<file path="src/rtl/pcvd_pkg.sv">
// Shared constants, types and the CRC-8 byte update for the cell voltage decoder.
package pcvd_pkg;

   // Packet error code: CRC-8, polynomial x^8 + x^2 + x + 1, MSB first
   localparam logic [7:0] PEC_POLY = 8'h07;
   localparam logic [7:0] PEC_INIT = 8'h41;

   // Frame lengths in data bytes
   localparam int         FRAME_BYTES_MAX = 18;
   localparam logic [4:0] LEN_TEN         = 5'd15;
   localparam logic [4:0] LEN_FULL        = 5'd18;

   // Cells per frame in ten-cell mode
   localparam logic [3:0] CELLS_TEN = 4'd10;

   // Frame store: two banks, one filling while the other drains
   localparam int RAM_DEPTH  = 2 * FRAME_BYTES_MAX;
   localparam int RAM_ADDR_W = $clog2(RAM_DEPTH);

   // Defaults for top-level parameters
   localparam int MAX_CHIPS_DEF      = 16;
   localparam int CELLS_PER_CHIP_DEF = 12;

   // Control register port
   localparam int CSR_INDEX_W = 4;
   localparam int CSR_DATA_W  = 4;
   localparam logic [CSR_INDEX_W-1:0] CSR_TEN_CELL_MODE = 4'd0;
   localparam logic [CSR_INDEX_W-1:0] CSR_CELLS_IN_USE  = 4'd1;
   localparam logic [3:0]             CELLS_IN_USE_RST  = 4'd12;

   // Per-cell control carried alongside a frame store read
   typedef struct packed {
      logic [3:0] chip;
      logic [3:0] cell_no;
      logic       odd;
      logic       ok;
      logic       mv_en;
      logic       last;
   } cell_meta_type;

   function automatic logic [7:0] crc8_update(input logic [7:0] crc, input logic [7:0] data);
      logic [7:0] c;
      c = crc ^ data;
      for (int k = 0; k < 8; k++) begin
         c = c[7] ? ((c << 1) ^ PEC_POLY) : (c << 1);
      end
      return c;
   endfunction

endpackage

</file>
<file path="src/rtl/pcvd_ram.sv">
// Generic single-write, single-read RAM with registered read data.
module pcvd_ram
   import pcvd_pkg::*;
#(
   parameter int WIDTH = 8,
   parameter int DEPTH = RAM_DEPTH
) (
   input  logic                     clock,
   input  logic                     wr_en,
   input  logic [$clog2(DEPTH)-1:0] wr_addr,
   input  logic [WIDTH-1:0]         wr_data,
   input  logic                     rd_en,
   input  logic [$clog2(DEPTH)-1:0] rd_addr,
   output logic [WIDTH-1:0]         rd_data
);

   logic [WIDTH-1:0] mem_ff [DEPTH];
   logic [WIDTH-1:0] rd_data_ff;

   always_ff @(posedge clock) begin
      if (wr_en) begin
         mem_ff[wr_addr] <= wr_data;
      end
      // hold the last read word while no read is issued
      if (rd_en) begin
         rd_data_ff <= mem_ff[rd_addr];
      end
   end

   assign rd_data = rd_data_ff;

endmodule

</file>
<file path="src/rtl/pec_checked_cell_voltage_decoder.sv">
// Top level: PEC-checked readback byte decoder producing per-cell voltage words.
// Throughput: one readback byte per cycle unless req_stall; a cell word per cycle while draining and not rsp_stall.
// Path: a PEC byte starts the emitter; each word is read from RAM, then registered at the output.
// A byte at the PEC position stalls only while the previous frame's 10 or CELLS_PER_CHIP cell words still drain.
// Frame store is two RAM copies (two read ports), banked so a frame fills during a drain.
// Reset (synchronous): counts, running PEC, chip index, control registers, valids; RAM is not cleared.
module pec_checked_cell_voltage_decoder
   import pcvd_pkg::*;
#(
   parameter int MAX_CHIPS      = MAX_CHIPS_DEF,
   parameter int CELLS_PER_CHIP = CELLS_PER_CHIP_DEF
) (
   input  logic                   clock,
   input  logic                   reset,
   // readback byte words
   input  logic                   req_valid,
   output logic                   req_stall,
   input  logic [7:0]             req_rx_byte,
   input  logic                   req_start_of_readback,
   // cell words
   output logic                   rsp_valid,
   input  logic                   rsp_stall,
   output logic [3:0]             rsp_chip_index,
   output logic [3:0]             rsp_cell_index,
   output logic [11:0]            rsp_raw_code,
   output logic signed [13:0]     rsp_millivolts,
   output logic                   rsp_pec_ok,
   output logic                   rsp_last,
   // control registers
   input  logic                   csr_valid,
   output logic                   csr_ready,
   input  logic [CSR_INDEX_W-1:0] csr_index,
   input  logic [CSR_DATA_W-1:0]  csr_wdata
);

   localparam logic [3:0] CELLS_FULL = 4'(CELLS_PER_CHIP);
   localparam logic [5:0] BANK_OFS   = 6'(FRAME_BYTES_MAX);

   // ---------------------------------------------------------------------------
   // Control registers
   // ---------------------------------------------------------------------------
   logic       ten_cell_mode_ff, ten_cell_mode_in;
   logic [3:0] cells_in_use_ff,  cells_in_use_in;

   assign csr_ready = 1'b1;

   always_comb begin
      ten_cell_mode_in = ten_cell_mode_ff;
      cells_in_use_in  = cells_in_use_ff;
      if (csr_valid && csr_ready) begin
         if (csr_index == CSR_TEN_CELL_MODE) begin
            ten_cell_mode_in = csr_wdata[0];
         end else if (csr_index == CSR_CELLS_IN_USE) begin
            cells_in_use_in = csr_wdata[3:0];
         end
      end
   end

   // ---------------------------------------------------------------------------
   // Byte intake: frame fill, running PEC, chip counter
   // ---------------------------------------------------------------------------
   logic [4:0] byte_count_ff, byte_count_in;
   logic [7:0] running_pec_ff, running_pec_in;
   logic [3:0] chip_counter_ff, chip_counter_in;
   logic       wr_bank_ff, wr_bank_in;

   logic [4:0] frame_len;
   logic [3:0] ncells;
   logic       at_pec;      // next byte closes the frame unless it restarts the readback
   logic       req_accept;
   logic       take_data;
   logic       take_pec;
   logic [4:0] eff_count;
   logic [7:0] eff_pec;
   logic [3:0] eff_chip;
   logic [4:0] chip_next;
   logic [5:0] wr_addr;

   assign frame_len = ten_cell_mode_ff ? LEN_TEN : LEN_FULL;
   assign ncells    = ten_cell_mode_ff ? CELLS_TEN : CELLS_FULL;
   assign at_pec    = (byte_count_ff >= frame_len);

   // Emitter state (declared here for the intake interlock)
   logic       emit_active_ff, emit_active_in;
   logic [3:0] emit_cell_ff, emit_cell_in;
   logic       emit_bank_ff, emit_bank_in;
   logic [3:0] emit_chip_ff, emit_chip_in;
   logic       emit_ok_ff, emit_ok_in;

   // Hold a closing byte while the previous frame still drains
   assign req_stall  = emit_active_ff && at_pec;
   assign req_accept = req_valid && !req_stall;

   // A restart zeroes count and chip and sets the PEC to PEC_INIT before the byte is taken
   assign eff_count = req_start_of_readback ? 5'd0 : byte_count_ff;
   assign eff_pec   = req_start_of_readback ? PEC_INIT : running_pec_ff;
   assign eff_chip  = req_start_of_readback ? 4'd0 : chip_counter_ff;

   assign take_data = req_accept && (eff_count < frame_len);
   assign take_pec  = req_accept && !(eff_count < frame_len);

   assign wr_addr   = wr_bank_ff ? (6'(eff_count) + BANK_OFS) : 6'(eff_count);
   assign chip_next = {1'b0, eff_chip} + 5'd1;

   always_comb begin
      byte_count_in   = byte_count_ff;
      running_pec_in  = running_pec_ff;
      chip_counter_in = chip_counter_ff;
      wr_bank_in      = wr_bank_ff;
      if (take_data) begin
         byte_count_in   = eff_count + 5'd1;
         running_pec_in  = crc8_update(eff_pec, req_rx_byte);
         chip_counter_in = eff_chip;
      end else if (take_pec) begin
         byte_count_in   = 5'd0;
         running_pec_in  = PEC_INIT;
         chip_counter_in = (32'(chip_next) >= MAX_CHIPS) ? 4'd0 : chip_next[3:0];
         wr_bank_in      = !wr_bank_ff;   // next frame fills the other bank
      end
   end

   // ---------------------------------------------------------------------------
   // Cell emitter: one frame store read per cell, two bytes per read
   // ---------------------------------------------------------------------------
   logic          rd_valid_ff, rd_valid_in;
   cell_meta_type rd_meta_ff, rd_meta_in;
   logic          rd_advance;
   logic          issue;
   logic [2:0]    pair;
   logic [5:0]    triple_base;
   logic [5:0]    rd_addr_a;
   logic [5:0]    rd_addr_b;
   logic [7:0]    rd_data_a;
   logic [7:0]    rd_data_b;
   logic          emit_last;

   logic rsp_valid_ff, rsp_valid_in;

   assign rd_advance = rd_valid_ff && (!rsp_valid_ff || !rsp_stall);
   assign issue      = emit_active_ff && (!rd_valid_ff || rd_advance);
   assign emit_last  = (emit_cell_ff == ncells - 4'd1);

   // Cell k uses bytes 3*(k/2) and up; odd cells start one byte later
   assign pair        = emit_cell_ff[3:1];
   assign triple_base = {2'b00, pair, 1'b0} + {3'b000, pair};
   assign rd_addr_a   = (emit_bank_ff ? BANK_OFS : 6'd0) + triple_base + 6'(emit_cell_ff[0]);
   assign rd_addr_b   = rd_addr_a + 6'd1;

   always_comb begin
      emit_active_in = emit_active_ff;
      emit_cell_in   = emit_cell_ff;
      emit_bank_in   = emit_bank_ff;
      emit_chip_in   = emit_chip_ff;
      emit_ok_in     = emit_ok_ff;
      if (take_pec) begin
         emit_active_in = 1'b1;
         emit_cell_in   = 4'd0;
         emit_bank_in   = wr_bank_ff;
         emit_chip_in   = eff_chip;
         emit_ok_in     = (eff_pec == req_rx_byte);
      end else if (issue) begin
         emit_cell_in = emit_cell_ff + 4'd1;
         if (emit_last) begin
            emit_active_in = 1'b0;
         end
      end
   end

   always_comb begin
      rd_valid_in = rd_valid_ff;
      rd_meta_in  = rd_meta_ff;
      if (issue) begin
         rd_valid_in        = 1'b1;
         rd_meta_in.chip    = emit_chip_ff;
         rd_meta_in.cell_no = emit_cell_ff;
         rd_meta_in.odd     = emit_cell_ff[0];
         rd_meta_in.ok      = emit_ok_ff;
         rd_meta_in.mv_en   = (emit_cell_ff < cells_in_use_ff);
         rd_meta_in.last    = emit_last;
      end else if (rd_advance) begin
         rd_valid_in = 1'b0;
      end
   end

   // Two copies of the frame store give two read ports
   pcvd_ram #(.WIDTH(8), .DEPTH(RAM_DEPTH)) u_ram_a (
      .clock   (clock),
      .wr_en   (take_data),
      .wr_addr (wr_addr),
      .wr_data (req_rx_byte),
      .rd_en   (issue),
      .rd_addr (rd_addr_a),
      .rd_data (rd_data_a)
   );

   pcvd_ram #(.WIDTH(8), .DEPTH(RAM_DEPTH)) u_ram_b (
      .clock   (clock),
      .wr_en   (take_data),
      .wr_addr (wr_addr),
      .wr_data (req_rx_byte),
      .rd_en   (issue),
      .rd_addr (rd_addr_b),
      .rd_data (rd_data_b)
   );

   // ---------------------------------------------------------------------------
   // Unpack and convert: v = code - 512, mV = v + v/2 (toward zero)
   // ---------------------------------------------------------------------------
   logic [11:0]        code;
   logic signed [12:0] volt_ofs;
   logic signed [12:0] volt_rnd;
   logic signed [12:0] volt_half;
   logic signed [13:0] mv;

   always_comb begin
      if (!rd_meta_ff.ok) begin
         code = 12'd0;
      end else if (rd_meta_ff.odd) begin
         code = {rd_data_b, rd_data_a[7:4]};
      end else begin
         code = {rd_data_b[3:0], rd_data_a};
      end
   end

   assign volt_ofs  = $signed({1'b0, code}) - 13'sd512;
   assign volt_rnd  = volt_ofs + $signed({12'd0, volt_ofs[12]});
   assign volt_half = volt_rnd >>> 1;
   assign mv = (rd_meta_ff.ok && rd_meta_ff.mv_en)
             ? (14'(volt_ofs) + 14'(volt_half)) : 14'sd0;

   // ---------------------------------------------------------------------------
   // Output register
   // ---------------------------------------------------------------------------
   logic [3:0]         rsp_chip_index_ff;
   logic [3:0]         rsp_cell_index_ff;
   logic [11:0]        rsp_raw_code_ff;
   logic signed [13:0] rsp_millivolts_ff;
   logic               rsp_pec_ok_ff;
   logic               rsp_last_ff;

   always_comb begin
      rsp_valid_in = rsp_valid_ff;
      if (rd_advance) begin
         rsp_valid_in = 1'b1;
      end else if (!rsp_stall) begin
         rsp_valid_in = 1'b0;
      end
   end

   always_ff @(posedge clock) begin
      if (reset) begin
         ten_cell_mode_ff <= 1'b0;
         cells_in_use_ff  <= CELLS_IN_USE_RST;
         byte_count_ff    <= 5'd0;
         running_pec_ff   <= PEC_INIT;
         chip_counter_ff  <= 4'd0;
         wr_bank_ff       <= 1'b0;
         emit_active_ff   <= 1'b0;
         emit_cell_ff     <= 4'd0;
         rd_valid_ff      <= 1'b0;
         rsp_valid_ff     <= 1'b0;
      end else begin
         ten_cell_mode_ff <= ten_cell_mode_in;
         cells_in_use_ff  <= cells_in_use_in;
         byte_count_ff    <= byte_count_in;
         running_pec_ff   <= running_pec_in;
         chip_counter_ff  <= chip_counter_in;
         wr_bank_ff       <= wr_bank_in;
         emit_active_ff   <= emit_active_in;
         emit_cell_ff     <= emit_cell_in;
         rd_valid_ff      <= rd_valid_in;
         rsp_valid_ff     <= rsp_valid_in;
      end
   end

   // Payload registers: no reset
   always_ff @(posedge clock) begin
      emit_bank_ff <= emit_bank_in;
      emit_chip_ff <= emit_chip_in;
      emit_ok_ff   <= emit_ok_in;
      rd_meta_ff   <= rd_meta_in;
      if (rd_advance) begin
         rsp_chip_index_ff <= rd_meta_ff.chip;
         rsp_cell_index_ff <= rd_meta_ff.cell_no + 4'd1;
         rsp_raw_code_ff   <= code;
         rsp_millivolts_ff <= mv;
         rsp_pec_ok_ff     <= rd_meta_ff.ok;
         rsp_last_ff       <= rd_meta_ff.last;
      end
   end

   assign rsp_valid      = rsp_valid_ff;
   assign rsp_chip_index = rsp_chip_index_ff;
   assign rsp_cell_index = rsp_cell_index_ff;
   assign rsp_raw_code   = rsp_raw_code_ff;
   assign rsp_millivolts = rsp_millivolts_ff;
   assign rsp_pec_ok     = rsp_pec_ok_ff;
   assign rsp_last       = rsp_last_ff;

endmodule

</file>
<file path="config.mk">
export PLATFORM = sky130hd
export DESIGN_NAME = pec_checked_cell_voltage_decoder
export DESIGN_NICKNAME = d
export VERILOG_FILES = /design/src/rtl/pcvd_pkg.sv /design/src/rtl/pcvd_ram.sv /design/src/rtl/pec_checked_cell_voltage_decoder.sv
export SDC_FILE = /design/constraint.sdc
export NUM_CORES = 1
export LEC_CHECK = 0
export BUFFER_PORTS_ARGS = -buffer_cell sky130_fd_sc_hd__buf_2
export CORE_ASPECT_RATIO = 1.5
export CORE_MARGIN = 10
export CORE_UTILIZATION = 45
export CTS_BUF_LIST = sky130_fd_sc_hd__clkbuf_4 sky130_fd_sc_hd__clkbuf_8 sky130_fd_sc_hd__clkbuf_16
export CTS_CLUSTER_SIZE = 25
export DETAILED_ROUTE_END_ITERATION = 7
export PLACE_DENSITY_LB_ADDON = 0.08
export SLEW_MARGIN = 40
export SYNTH_ARGS = -nofsm -noshare
export SYNTH_HDL_FRONTEND = slang
export SYNTH_SLANG_ARGS = --single-unit
</file>
<file path="constraint.sdc">
create_clock -name clock -period 4.6 [get_ports clock]
set_input_delay 0.92 -clock clock [delete_from_list [all_inputs] [get_ports clock]]
set_output_delay 0.92 -clock clock [all_outputs]
set_load 0.01 [all_outputs]
</file>
== Word level (Yosys, flattened, before mapping) ==
Memory sizes are Yosys's and may differ from the RTL's. A register that Yosys moved wholly into a read port is not among the register bits.
Index checks and enable logic that the tools add are counted.

* Input bits: 22
* Logic and storage cells: 117
* Output and inout bits: 39
* RAM bits: 576
* Memories kept: 2
* Register bits: 84

{| class="wikitable"
|+ Memories
! name !! words !! bits a word !! rd ports !! clocked after Yosys merged registers in !! wr ports !! RTL line !! text
|-
| u_ram_a.mem_ff || 36 || 8 || 1 || 1 || 1 || pcvd_ram.sv:17 || <nowiki>logic [WIDTH-1:0] mem_ff [DEPTH];</nowiki>
|-
| u_ram_b.mem_ff || 36 || 8 || 1 || 1 || 1 || pcvd_ram.sv:17 ||
|}

* $lt $le $gt $ge: 4
* Reduce and logical (&&, ||, !) cells: 25
* Add/subtract/negate cells: 13
* Bitwise operators: 11
* Equality and inequality tests: 4
* Mux-type cells: 33

{| class="wikitable"
|+ Operators by type and width
! operator !! number
|-
| 3-bit 2-to-1 mux || 9
|-
| 5-bit 2-to-1 mux || 5
|-
| 12-bit 2-to-1 mux || 2
|-
| 8-bit 2-to-1 mux || 3
|-
| 3-bit inverter || 8
|-
| 4-bit 2-to-1 mux || 4
|-
| 13-bit by 12-bit adder with 14-bit output || 1
|-
| 13-bit by 2-bit adder with 13-bit output || 1
|-
| 12-bit by 10-bit subtractor with 13-bit output, second input constant || 1
|-
| 1-bit 2-to-1 mux || 9
|-
| 4-bit by 1-bit adder with 4-bit output, second input constant || 2
|-
| 8-bit equality test || 1
|-
| 2-bit nonzero test || 4
|-
| 8-bit XOR || 1
|-
| 1-bit logical AND || 7
|-
| 5-bit by 5-bit adder with 6-bit output || 1
|-
| 5-bit by 5-bit adder with 6-bit output, second input constant || 1
|-
| 6-bit by 1-bit adder with 6-bit output || 1
|-
| 6-bit by 1-bit adder with 6-bit output, second input constant || 1
|-
| 1-bit logical NOT || 6
|-
| 6-bit 2-to-1 mux || 1
|-
| 2-bit AND reduction || 3
|-
| 4-bit by 1-bit adder with 5-bit output, second input constant || 1
|-
| 4-bit by 3-bit adder with 5-bit output || 1
|-
| other kinds (14) || 16
|}

== Logic depth before layout (Yosys ltp) ==
* Depth after elaboration: 19
* Gate-level depth with buffers: 16
* Mapped depth without buffers: 15

== Modules after synthesis ==
A second synthesis with hierarchy kept.

* Cell total of the unflattened synthesis: 1759
* Area total of the unflattened synthesis: 28681.3 um^2

{| class="wikitable"
|+ Modules (own cells, without submodules)
! module !! cells each !! instances !! area an instance (um^2) !! seq. area each (um^2)
|-
| pcvd_ram || 630 || 2 || 11792.6 || 8888.5
|-
| pec_checked_cell_voltage_decoder || 499 || 1 || 5096.1 || 2192.1
|}

== Worst setup path after synthesis ==
No wires, ideal clock.

* Kind: input port to flip-flop
* From: input port rsp_stall
* To: register rsp_cell_index_ff[0], in the netlist rsp_cell_index[0], enable pin
* Arrival time: 3583 ps
* Required time: 4116 ps
* Cell stages on the path: 1
* Path buffers: 0
* Path slack: 532 ps
* Setup time: 484 ps
* Cell sequence: a21boi_0

* Longest elaborated chain between the ends: 3

{| class="wikitable"
|+ RTL lines
! what !! RTL line !! text
|-
| start, declared || pec_checked_cell_voltage_decoder.sv:22 || <nowiki>input logic rsp_stall,</nowiki>
|-
| 1-bit logical NOT || -- ||
|-
| 1-bit logical OR || pec_checked_cell_voltage_decoder.sv:139 || <nowiki>assign rd_advance = rd_valid_ff && (!rsp_valid_ff || !rsp_stall);</nowiki>
|-
| 1-bit logical AND || pec_checked_cell_voltage_decoder.sv:139 ||
|-
| end signal, assigned || pec_checked_cell_voltage_decoder.sv:284 || <nowiki>rsp_cell_index_ff <= rd_meta_ff.cell_no + 4'd1;</nowiki>
|-
| end, declared || pec_checked_cell_voltage_decoder.sv:235 || <nowiki>logic [3:0] rsp_cell_index_ff;</nowiki>
|}

Every way passes these cells.
A chain may end at the register's enable or synchronous reset.

==> results.md <==
- Largest delay share family, worst path: simple AND/OR/NAND/NOR gates
- Syn Area/Cell: 16.3 sq um
- Chip height: 272 microns
- CP endpoint kind: flip-flop
- Mapped Cells: 1163
- Syn_nets: 1227
- Root Buffer: clkbuf_16
- First DRT Iteration DRCs: 747
- Hold path depth: 0
- Slew @ Worst Pin: 0.818 ns
- Clock transition at path regs: 0.06 ns
- Crit path cell chain: buf_4 -> mux2i_1 -> nor2_1 -> ha_1 -> inv_1 -> a2111o_1 -> nor4_2 -> nand3_2 -> xnor2_1 -> ha_1 -> and4_1 -> a221oi_1 -> o21ai_0 -> xor2_1 -> nor2_1
- # diodes: 0
- Critical Path AT: 4.34 ns
- CP max FO: 11
- Final setup violating endpoints: 0
- CTS tree: done
- Worst r2r path cells: 15
- Slowest stage delay, CP: 0.44 ns
- Metal-1 WL: 18.0 mm
- First drt pass iteration count: 5
- Cts hold-fix bufs: 0
- I/O pin total: 61
- Max cap viols: 0
- Final Net Count: 1333
- Chip Width: 188 microns
- CTS-repair resized insts: 0
- GR Overflow Total: 0
- Synth Flop Type: edfxtp_1
- Pre-CTS setup slack: 0.549 ns
- Status: complete, no violations
- Layout cells sized above 1: 29.9%
- CTS buffer count: 39
- H-tree depth: 2
- Crit start category: flip-flop
- Met3 WL post-DR: 1.99 mm
- Initial antenna violation count: 0
- Bufs on Longest Clock Path: 3
- CP max stage cell: edfxtp_1
- Seq cells post-synth: 387
- Peak supply drop: 293 uV
- Final core occ: 51.5%
- Final wirelength: 48.9 mm
- First-pass GRT wire length: 73.1 mm
- Fin. max-slew vios: 0
- Static Leak: 7.24 nW
- Initial Util: 45.4%
- Setup Crit Path Kind: reg -> reg
- Final Cycle Share: 88.2%
- Post-synthesis sequential area ratio: 59.6%
- Post-synth EDFFs: 357
- Worst Skew: 0.0299 ns
- Hold Path Class: reg -> reg
- Area occupied by multi-input gates: 7340 sq um
- Max_slew headroom: 45.5%
- Worst-Skew Late Latency: 0.55 ns
- Final hold vios: 0
- Site Rows: 92
- Vias in the first global route: 11400
- Synth cell types: 68
- Crit path buffers/inverters: 2
- Setup Buffers After CTS: 0
- PwrDens: 332 nW/um^2
- I/O Buffers: 59
- Drt wl/cell: 26.2 microns
- Critical Path RT: 4.89 ns
- Ys Warns: 0
- Gpl congestion: 0.841
- DR top layer: met4
- Period minus WS final: 4.06 ns
- Reg area: 11300 sq um
- Worst hold slack: 0.404 ns
- Unrepaired setup endpoints after global routing: false
- Crit path depth: 15
- Setup ws final: 0.542 ns
- FFs w/ async S/R, synth: 0%
- Die ar.: 51000 sq um
- Total number of vias: 10900
- Layout area overhead: 13.6%
- # DRC: 0
- Total GRT Usage: 19.1%
- Largest net degree at the start of global routing: 86
- Avg Vias per Cell: 5.83
- Core area: 41900 sq um
- Max Freq: 0.246 GHz
- Setup TNS: 0 ns
- DP HPWL: 33.6 mm
- Filler cells: 3526
- Post-DRT Antenna Nets: 0
- Clock Sinks: 387
- WL met2: 27.3 mm
- Post-Syn Area: 19000 sq um
cells in the mapped netlist, types with 7 or more instances:
library cell | number | area, sq um
nor2b_1 | 13 | 81.3
a31oi_1 | 15 | 93.8
mux2i_1 | 21 | 210
nand2_1 | 58 | 218
nand2b_1 | 8 | 50.1
edfxtp_1 | 357 | 10700
ha_1 | 39 | 488
mux4_2 | 161 | 3630
a22oi_1 | 13 | 97.6
nand3_1 | 20 | 100
buf_2 | 29 | 145
a21o_1 | 9 | 67.6
xnor2_1 | 35 | 307
xor2_1 | 16 | 140
inv_1 | 24 | 90.1
dfxtp_1 | 30 | 601
buf_4 | 7 | 52.6
nor3_1 | 17 | 85.1
clkbuf_1 | 17 | 63.8
mux2_2 | 13 | 146
o21ai_0 | 35 | 175
a21oi_1 | 33 | 165
nor2_1 | 103 | 387
path summary, 6_finish.rpt:
kind                                           end  slack (ns)           from
worst min-delay path             rsp_chip_index[1]        0.40  rd_meta_ff[9]
worst max-delay path            rsp_millivolts[12]        0.54  rd_meta_ff[4]
worst max register to register  rsp_millivolts[12]        0.54  rd_meta_ff[4]
worst min register to register   rsp_chip_index[1]        0.40  rd_meta_ff[9]
state kept, by name, indices dropped and copies added, names as in the netlist, 5 cells and up:
| name | count |
|---|---|
| rsp_raw_code | 12 |
| u_ram_b.mem_ff | 280 |
| u_ram_a.rd_data | 8 |
| running_pec_ff | 8 |
| u_ram_b.rd_data | 8 |
| byte_count_ff | 5 |
| rd_meta_ff | 11 |
| u_ram_a.mem_ff | 8 |
| rsp_millivolts | 14 |
layout by cell type (no fill, tap or decap), types with 8 or more instances in the layout:
| cell type | count |
|---|---|
| buf_2 | 58 |
| a21oi_1 | 33 |
| ha_1 | 36 |
| nor2b_1 | 13 |
| mux2i_1 | 21 |
| o21ai_0 | 35 |
| a21o_1 | 9 |
| a31oi_1 | 15 |
| xor2_1 | 15 |
| edfxtp_1 | 357 |
| clkbuf_4 | 9 |
| clkinv_1 | 8 |
| xnor2_1 | 34 |
| nor3_1 | 17 |
| nand2b_1 | 8 |
| nor2_1 | 103 |
| clkinv_2 | 9 |
| nand2_1 | 58 |
| a22oi_1 | 13 |
| buf_4 | 64 |
| inv_1 | 24 |
| dfxtp_1 | 30 |
| clkbuf_16 | 40 |
| mux2_2 | 13 |
| mux4_2 | 161 |
| nand3_1 | 20 |
through the flow:
| stage | area [sq um] | power (W) | instances |
|---|---|---|---|
| after floorplan | 19000 | 0.00406 | 1163 |
| after global placement | 20300 | 0.00415 | 1790 |
| after detailed placement | 20300 | 0.00415 | 1792 |
| after CTS | 21600 | 0.00725 | 1864 |
| after global routing | 21600 | 0.00741 | 1864 |
| final | 21600 | 0.00717 | 1864 |
power by group:
group	switching, W	total (W)	internal, W	leakage [nW]
sequential	0.0000136	0.00386	0.00385	3.45
combinational	0.000130	0.000210	0.0000806	3.16
clock	0.00134	0.00310	0.00176	0.634
cells by family after synthesis:
kind of cell	Yosys count	synth area share (%)
DFF	387	59.6
and+or+nand+nor	247	5.96
muxes	202	21.9
AOI/OAI and AO/OA	140	4.58
buffers and inverters	89	2.37
xor gates and xnor gates	55	2.72
adders and majority gates	42	2.88
other	1	0.0197
layout make-up:
cell class,count,area share (%)
Clock buffer,52,5.14
Clock inverter,20,0.637
Inverter,26,0.452
Multi-Input combinational cell,687,34.0
Sequential cell,387,52.4
Tap cell,564,3.27
Timing Repair Buffer,128,4.08
routing by layer:
metal,vias to the layer above,track usage [%]
li1,4880,-
met1,5634,21.5
met2,266,36.3
met3,80,2.27
met4,0,6.63
met5,-,0
Power figures use the tool's default switching activity.
